**src/hdl/gsdc_div_cell.sv**
```systemverilog
// One restoring division step: one quotient bit per cell.
`default_nettype none
module gsdc_div_cell #(
    parameter int DW = 16,
    parameter int QW = 17,
    parameter int SW = 1
) (
    input  logic          clk,
    input  logic          en,
    input  logic [DW-1:0] rem_in,
    input  logic [DW-1:0] div_in,
    input  logic [QW-1:0] bits_in,
    input  logic [SW-1:0] side_in,
    output logic [DW-1:0] rem_out,
    output logic [DW-1:0] div_out,
    output logic [QW-1:0] bits_out,
    output logic [SW-1:0] side_out
);
    logic [DW:0] trial;
    logic [DW:0] diff;
    logic        ge;

    assign trial = {rem_in, bits_in[QW-1]};
    assign diff  = trial - {1'b0, div_in};
    assign ge    = trial >= {1'b0, div_in};

    always_ff @(posedge clk)
    begin
        if (en)
        begin
            rem_out  <= ge ? diff[DW-1:0] : trial[DW-1:0];
            div_out  <= div_in;
            bits_out <= {bits_in[QW-2:0], ge};
            side_out <= side_in;
        end
    end
endmodule
`default_nettype wire

```
**config.mk**
```make
export PLATFORM = sky130hd
export DESIGN_NAME = gsdc_div_cell
export DESIGN_NICKNAME = d
export VERILOG_FILES = /design/src/hdl/gsdc_div_cell.sv
export SDC_FILE = /design/constraint.sdc
export NUM_CORES = 1
export LEC_CHECK = 0
export ABC_AREA = 1
export BUFFER_PORTS_ARGS = -buffer_cell sky130_fd_sc_hd__buf_2
export CORE_ASPECT_RATIO = 0.5
export CORE_MARGIN = 10
export CORE_UTILIZATION = 50
export CTS_CLUSTER_SIZE = 30
export DETAILED_ROUTE_END_ITERATION = 16
export HOLD_SLACK_MARGIN = 0.05
export PLACE_DENSITY = 0.79
export REMOVE_ABC_BUFFERS = 1
export SLEW_MARGIN = 5
export SYNTH_ARGS = -nofsm -noshare
export SYNTH_HDL_FRONTEND = slang
export SYNTH_SLANG_ARGS = --single-unit
```
**constraint.sdc**
```tcl
create_clock -name clk -period 2.35 [get_ports clk]
set_clock_uncertainty 0.1 [all_clocks]
set_input_delay 0.235 -clock clk [delete_from_list [all_inputs] [get_ports clk]]
set_output_delay 0.235 -clock clk [all_outputs]
set_load 0.02 [all_outputs]
```
* Word level (Yosys, flattened, before mapping)
Cells that the tools add are included.
Storage, ports and cells: register bits 50, bits of input ports 52, output and inout bits 50, word-level logic and storage cells 7
Operators by class: add/subtract/negate cells 1, $lt $le $gt $ge 1, mux-type cells 1
Operator list (count):
- >= comparator 17 x 16 -> 1 bit | 1
- two-way mux 16 bit | 1
- subtractor 16 bit | 1

* Longest topological paths before layout
Gate-level depths: netlist of run 1.
depth in word-level cells 2, depth in mapped cells 14

* Least setup slack after synthesis of run 1
Ideal clock, no wire load.
path kind input-to-reg, start input port div_in[3], end register rem_out[12] (data pin), setup time 0.253 ns, arrival time 1.452 ns, setup slack 0.545 ns, cell stages on the path 14, buffers on the path 2, path through inv_1 -> ha_1 -> nand2_1 -> inv_1 -> nand2_1 -> nand2_1 -> nand2_1 -> nand3_2 -> nand2_1 -> nand2_2 -> buf_6 -> buf_12 -> nand3_1 -> nand2_1
On the way: cells in the longest elaborated chain, start to end 2
Ends and longest elaborated chain:
- start: declaration | line 11 | input logic [DW-1:0] div_in,
- >= comparator 17 x 16 -> 1 bit | line 25 | assign ge = trial >= {1'b0, div_in};
- net ge | line 21 | logic ge;
- two-way mux 16 bit | line 31 | rem_out <= ge ? diff[DW-1:0] : trial[DW-1:0];
- end signal: assignment | line 31
- end: declaration | line 14 | output logic [DW-1:0] rem_out,
The timed path passes the listed nets, and every way through them passes these cells. A chain may end at the register's enable or synchronous reset.

* Worst setup path after layout of run 1
start input port div_in[5], end register rem_out[14] (data pin)
On the way: cells in the longest elaborated chain, start to end 2
Ends and longest elaborated chain (line):
- subtractor 16 bit or >= comparator 17 x 16 -> 1 bit (tied branches) | 24, 25
- two-way mux 16 bit * | 31
Mark *: on every way between the ends. The rest lies on a longest branch, timed or not.

==> results of run 1 <==
-- per-stage QoR --
step	std cells	setup slack (ns)	TNS [ns]	area [um2]
finish	532	0.0982	0	3990
CTS	530	0.00998	0	3840
global route	532	-0.0275	-0.134	3990
detailed placement	492	0.232	0	3390
global placement	492	0.237	0	3390
floorplan	316	0.398	0	2780
-- layer usage --
layer	global-route usage [%]	routed length, um	share of wire (%)	vias to the layer above
met1	20.3	3460	46	1149
met4	4.52	116	1.5	0
met3	4.50	542	7.2	14
met5	0	0	0	-
li1	-	-	-	1297
met2	25.1	3430	45	90
-- synthesized netlist by cell type (2+ instances only) --
master	n
nand2_1	120
o21ai_0	2
a21oi_1	9
buf_6	2
xor2_1	5
nand2_2	2
nor3_1	2
nor2_2	3
edfxtp_1	50
nand3b_1	2
inv_1	60
nor2_1	16
ha_1	16
nand3_2	2
nand3_1	17
nand4_1	4
and2_1	2
-- cell families after synthesis --
group / count (synthesis) / share of synthesized area (%)
xor+xnor: 6 / 1.86
compound gates: 12 / 2.22
fa+ha+maj: 17 / 7.81
flops: 50 / 53.2
simple gates: 171 / 25.4
buf+inv: 63 / 9.49
-- power groups by stage --
stage	clock [mW]	sequential, mW	combinational [mW]
6_report	0.719	1.11	0.688
5_1_grt	0.760	1.12	0.764
2_1_floorplan	0	1.25	0.258
3_3_place_gp	0	1.13	0.595
4_1_cts	0.724	1.11	0.643
3_5_place_dp	0	1.13	0.602
-- state kept, by name, indices dropped and copies added (netlist names) --
signal    cells
bits_out     17
div_out      16
rem_out      16
side_out      1
-- cell type report --
class	instances	area, um2	area share, %
well taps	73	91.3	2.29
clock inverters	2	15.0	0.376
flip-flops and latches	50	1500	37.6
clock buffers	5	125	3.13
multi-input cells	206	1170	29.2
repair buffers	136	865	21.6
inverters	60	229	5.73
-- cells in the final DEF, fill, tap and decap left out --
| cell type | instances |
|---|---|
| inv_1 | 59 |
| xor2_1 | 5 |
| or2_2 | 1 |
| buf_4 | 1 |
| a21oi_2 | 1 |
| clkinvlp_4 | 3 |
| nand3_1 | 17 |
| buf_6 | 1 |
| buf_12 | 1 |
| nand2_1 | 116 |
| ha_4 | 8 |
| nor3_1 | 2 |
| nand3b_1 | 2 |
| nor2_2 | 4 |
| nand4_1 | 4 |
| dlygate4sd3_1 | 32 |
| nand2_2 | 6 |
| a21oi_1 | 8 |
| o21bai_1 | 1 |
| buf_2 | 101 |
| nor2_1 | 15 |
| nand3_2 | 2 |
| o21ai_0 | 2 |
| ha_1 | 8 |
| xnor2_1 | 1 |
| and2_1 | 2 |
| clkbuf_16 | 5 |
| edfxtp_1 | 50 |
| fa_1 | 1 |
-- path summary, 6_finish.rpt --
kind | to | depth (start not counted) | startpoint
setup / recovery | rem_out[14] | 14 | div_in[5]
hold / removal | div_out[1] | 1 | div_in[1]
-- timing repair --
| item | in CTS | in global routing |
|---|---|---|
| buffers inserted | 0 | 1 |
| endpoints found under the hold margin | 31 | 1 |
| setup endpoints to repair | 0 | 16 |
| hold buffers | 31 | 1 |
| resized for setup | 0 | 18 |
==> summary.md, run 1 <==
| Metric | Value |
|---|---|
| Outcome | finished, final reports clean |
| Max Root-Sink Buffers | 2 |
| CP delay by family, top | buffers and inverters |
| Final Cycle Share | 95.8% |
| Clock slew at reported path FFs | 0.07 ns |
| FMAX | 444 MHz |
| Switching part of the total power | 30.5% |
| FFs w/ async S/R, synth | 0% |
| Clock power frac | 28.6% |
| CP Class | input pin to flip-flop |
| CP Buf/Inv Count | 5 |
| Starting Density | 51.6% |
| Least-Margin Pin Slew | 0.623 ns |
| Slew Limit Fails | 0 |
| First-pass GRT wire length | 11900 um |
| Via Count | 2550 |
| CTS tree | built |
| Utilization after layout | 73.0% |
| Combinational power share | 27.3% |
| Routed Wire Length | 7550 um |
| Pin count of the biggest net entering global routing | 51 |
| Root Driver | clkbuf_16 |
| Sw Pwr | 767 uW |
| Sinks on Clock Net | 50 |
| Via/cell ratio | 4.79 |
| Max-Cap Viols | 0 |
| DRC | 0 |
| DRT Pass-1 Iters | 6 |
| Worst-path cell chain | dlygate4sd3_1 > buf_2 > inv_1 > ha_4 > nand2_1 > nor2_2 > nand2_1 > nor2_1 > nor2_1 > nand2_2 > clkinvlp_4 > buf_12 > nand2_1 > nand2_1 |
| Slowest-stage cell, CP | dlygate4sd3_1 |
| Worst path required time | 2.31 ns |
| Core area | 5470 um2 |
| H-tree lvl count | 2 |
| IO Count | 102 |
| Number of synthesized flops with an enable pin | 50 |
| CP endpoint kind | flip-flop |
| Sequential share of the synthesized area | 53.2% |
| Layout cells sized above 1 | 29.2% |
| Clock buffer count from CTS | 5 |
| Number of global-route vias before repair | 2442 |
| Final Power | 2.52 mW |
| Pwr/cell area | 630 nW/um2 |
| Critical Path AT | 2.21 ns |
| DP HPWL | 5560 um |
| Avg Inst Size Synth | 8.84 um2 |
| Flops & latches, synth | 50 |
| Synth area leader | edfxtp_1 |
| Relative slew margins | 58.4% |
| Fillers | 413 |
| Sequential share of power | 44.1% |
| Post-Syn Instances | 319 |
| Int Power | 1.75 mW |
| Iter 0 DRT Violations | 234 |
| DRT antenna net count | 0 |
| Full die area | 9230 um2 |
| Most frequent CP cell | nand2_1 |
| Global Route Usage Sum | 15.7% |
| HP Class | input pin to flip-flop |
| Initial antenna violation count | 0 |
| Die H | 73.1 um |
| IO Port Bufs | 101 |
| Total gr overflow | 0 |
| Final setup viols | 0 |
| Final min period | 2.25 ns |
| Leakage dissipation | 2.00 nW |
| Ys Warns | 0 |
| Top cells by area, synth | edfxtp_1, nand2_1, inv_1 |
| DR WL/cell | 14.2 um |
| Site Rows | 19 |
| Worst setup SP type | input pin |
| P&R area growth vs syn | 41.6% |
| Peak VDD IR | 0.373 mV |
| NumNets Final | 528 |
| Hold slack | 0.0696 ns |
| Final Hold Fails | 0 |
| CP peak stage delay | 0.54 ns |
| Mapped cell area | 2820 um2 |
| Synth Flop Type | edfxtp_1 |
| Die X | 126 um |
| Inserted Diodes | 0 |
| Crit Path Max Fanout | 14 |
| Area share of the leading cell type in the synthesized netlist | 53.2% |
| Routability cong. | 0.910 |
| Netlist cell types | 22 |
(Power assumes the default switching activity.)
==> run 2: changes to the inputs <==
--- a/config.mk
+++ b/config.mk
@@ -5,15 +5,14 @@
 export SDC_FILE = /design/constraint.sdc
 export NUM_CORES = 1
 export LEC_CHECK = 0
-export ABC_AREA = 1
 export BUFFER_PORTS_ARGS = -buffer_cell sky130_fd_sc_hd__buf_2
 export CORE_ASPECT_RATIO = 0.5
 export CORE_MARGIN = 10
-export CORE_UTILIZATION = 50
+export CORE_UTILIZATION = 44
 export CTS_CLUSTER_SIZE = 30
 export DETAILED_ROUTE_END_ITERATION = 16
 export HOLD_SLACK_MARGIN = 0.05
-export PLACE_DENSITY = 0.79
+export PLACE_DENSITY = 0.75
 export REMOVE_ABC_BUFFERS = 1
 export SLEW_MARGIN = 5
 export SYNTH_ARGS = -nofsm -noshare
==> constraint.sdc (replaced) <==
create_clock -name clk -period 1.9 [get_ports clk]
set_clock_uncertainty 0.1 [all_clocks]
set_input_delay 0.19 -clock clk [delete_from_list [all_inputs] [get_ports clk]]
set_output_delay 0.19 -clock clk [all_outputs]
set_load 0.02 [all_outputs]
==> summary.md, run 2 <==
| Metric | Value |
|---|---|
| Outcome | finished with violations |
| Failing checks | negative setup slack |
| Commonest non-fill, non-tap cell in the layout | buf_2 |
| DP HPWL | 5810 um |
| Final Hold Fails | 0 |
| Fillers | 333 |
| Clock slew at reported path FFs | 0.07 ns |
| Most frequent cells in the layout | buf_2, buf_4, edfxtp_1 |
| Number of global-route vias before repair | 2615 |
| Relative slew margins | 68.7% |
| Pin count of the biggest net entering global routing | 51 |
| Sequential share of the synthesized area | 56.7% |
| Largest regs | bits_out (17), div_out (16), rem_out (16) |
| Routability cong. | 0.880 |
| Ys Warns | 0 |
| First-pass GRT wire length | 13300 um |
| DRT antenna net count | 0 |
| Final Power | 3.42 mW |
| NumNets Final | 476 |
| Via Count | 2444 |
| Worst Setup SP | div_in[4] |
| P&R area growth vs syn | 70.6% |
| Max FFs per register | 17 |
| Via/cell ratio | 5.08 |
| Initial antenna violation count | 0 |
| Synth Flop Type | edfxtp_1 |
| H-tree lvl count | 2 |
| CTS tree | built |
| IO Count | 102 |
| Setup TNS after final layout | -3.75 ns |
| Inst Count DP | 431 |
| Final Cycle Share | 114% |
| Die X | 130 um |
| Largest family of logic cells by synthesized area | compound AO/OA/AOI/OAI gates |
| Least-Margin Pin Slew | 0.464 ns |
| CP endpoint kind | flip-flop |
| Core area | 5660 um2 |
| Starting Density | 46.8% |
| Peak VDD IR | 0.510 mV |
| Total gr overflow | 0 |
| Final Worst Setup Slack | -0.263 ns |
| CP endpoint | rem_out[7] |
| Avg Inst Size Synth | 12.9 um2 |
| Worst setup SP type | input pin |
| Final min period | 2.16 ns |
| Top cells by area, synth | edfxtp_1, ha_1, mux2_4 |
| Register area | 1500 um2 |
| Routed Wire Length | 8590 um |
| Clock buffer count from CTS | 5 |
| Adder-cell share of the synthesized area | 8.32% |
| Pre-CTS setup slack | -0.804 ns |
| Count leader, synth | edfxtp_1 |
| Netlist cell types | 39 |
| Pwr/cell area | 757 nW/um2 |
| Max Root-Sink Buffers | 2 |
| FMAX | 462 MHz |
| Critical Path AT | 2.10 ns |
| Root Driver | clkbuf_16 |
| HP Class | input pin to flip-flop |
| CP Class | input pin to flip-flop |
| Synth top cells by count | edfxtp_1, inv_1, ha_1, a21oi_1 |
| Mapped cell area | 2650 um2 |
| Slew Limit Fails | 0 |
| DRT Pass-1 Iters | 5 |
| Full die area | 9700 um2 |
| Synth Area in Compound Gates | 14.3% |
| Inserted Diodes | 0 |
| Mux share of post-synthesis cell area | 7.14% |
| Flops & latches, synth | 50 |
| Die H | 74.8 um |
| Utilization after layout | 79.8% |
| IO Port Bufs | 101 |
| Non-filler cells, final | 481 |
| FFs w/ async S/R, synth | 0% |
| Iter 0 DRT Violations | 148 |
| Synth area leader | edfxtp_1 |
| Number of synthesized flops with an enable pin | 50 |
| DRC | 0 |
| Global Route Usage Sum | 17.4% |
| Leakage dissipation | 2.02 nW |
| Simple-Gate Fraction of Synth Area | 6.24% |
| Hold slack | 0.0624 ns |
| Worst path required time | 1.84 ns |
| RSZ-0062 raised after global routing | yes |
| Sinks on Clock Net | 50 |
| Final setup viols | 16 |
| DR WL/cell | 17.9 um |
| Fin area | 4510 um2 |
| Largest Register | bits_out |
| Placed cell area | 3660 um2 |
| Area share of the leading cell type in the synthesized netlist | 56.7% |
| Post-Syn Instances | 205 |
| Site Rows | 19 |
| Layout cells sized above 1 | 55.1% |
| Multi-input gate area | 1290 um2 |
| XOR/XNOR Fraction of Synth Area | 2.98% |
| Crit Path Max Fanout | 7 |
| Max-Cap Viols | 0 |
[run 2: worst min-delay path by stage]
stage / from / end / slack (ns) / cells past startpoint
6_report: div_in[8] / div_out[8] / 0.06 / 2
3_3_place_gp: bits_in[12] / bits_out[13] / 0.27 / 1
3_5_place_dp: bits_in[2] / bits_out[3] / 0.27 / 1
2_1_floorplan: bits_in[9] / bits_out[10] / 0.19 / 0
4_1_cts: div_in[8] / div_out[8] / 0.06 / 2
5_1_grt: div_in[8] / div_out[8] / 0.06 / 2
[run 2: layout make-up]
type | count | area share, %
Timing Repair Buffer | 199 | 31.1
Sequential cell | 50 | 33.3
Multi-Input combinational cell | 129 | 28.5
Tap cell | 73 | 2.02
Clock inverter | 3 | 0.443
Inverter | 22 | 1.94
Clock buffer | 5 | 2.77
[run 2: timing repair]
item,CTS,global route
hold endpoints to repair,30,0
resized for setup,57,7
buffers inserted,10,4
gates cloned,1,0
setup endpoints to repair,17,17
hold buffers,30,0
pin swaps,14,11
[run 2: cells by family after synthesis]
logic type / after synthesis
and+or+nand+nor: 33
buffers and inverters: 26
adders and majority gates: 17
muxes: 15
AOI/OAI and AO/OA: 55
xor gates and xnor gates: 9
DFF: 50
[run 2: routing by layer]
layer	vias to the layer above	routed length, um	track usage [%]
met3	12	582	3.92
met5	-	0	0
met1	1173	3550	20.3
met2	90	4320	31.7
met4	0	140	5.94
li1	1169	-	-
[run 2: report_power, final]
group | total, mW | switching, mW | leakage, nW | internal, mW
Sequential | 1.38 | 0.0280 | 0.490 | 1.35
Combinational | 1.14 | 0.564 | 1.47 | 0.573
Clock | 0.900 | 0.411 | 0.0679 | 0.489
[run 2: critical path: stages]
cell	delay [ns]
buf_8	0.10
inv_4	0.05
ha_4	0.20
a211oi_4	0.25
o211ai_1	0.18
o21ai_2	0.27
o211ai_4	0.13
a31oi_4	0.24
buf_8	0.19
mux2_4	0.30
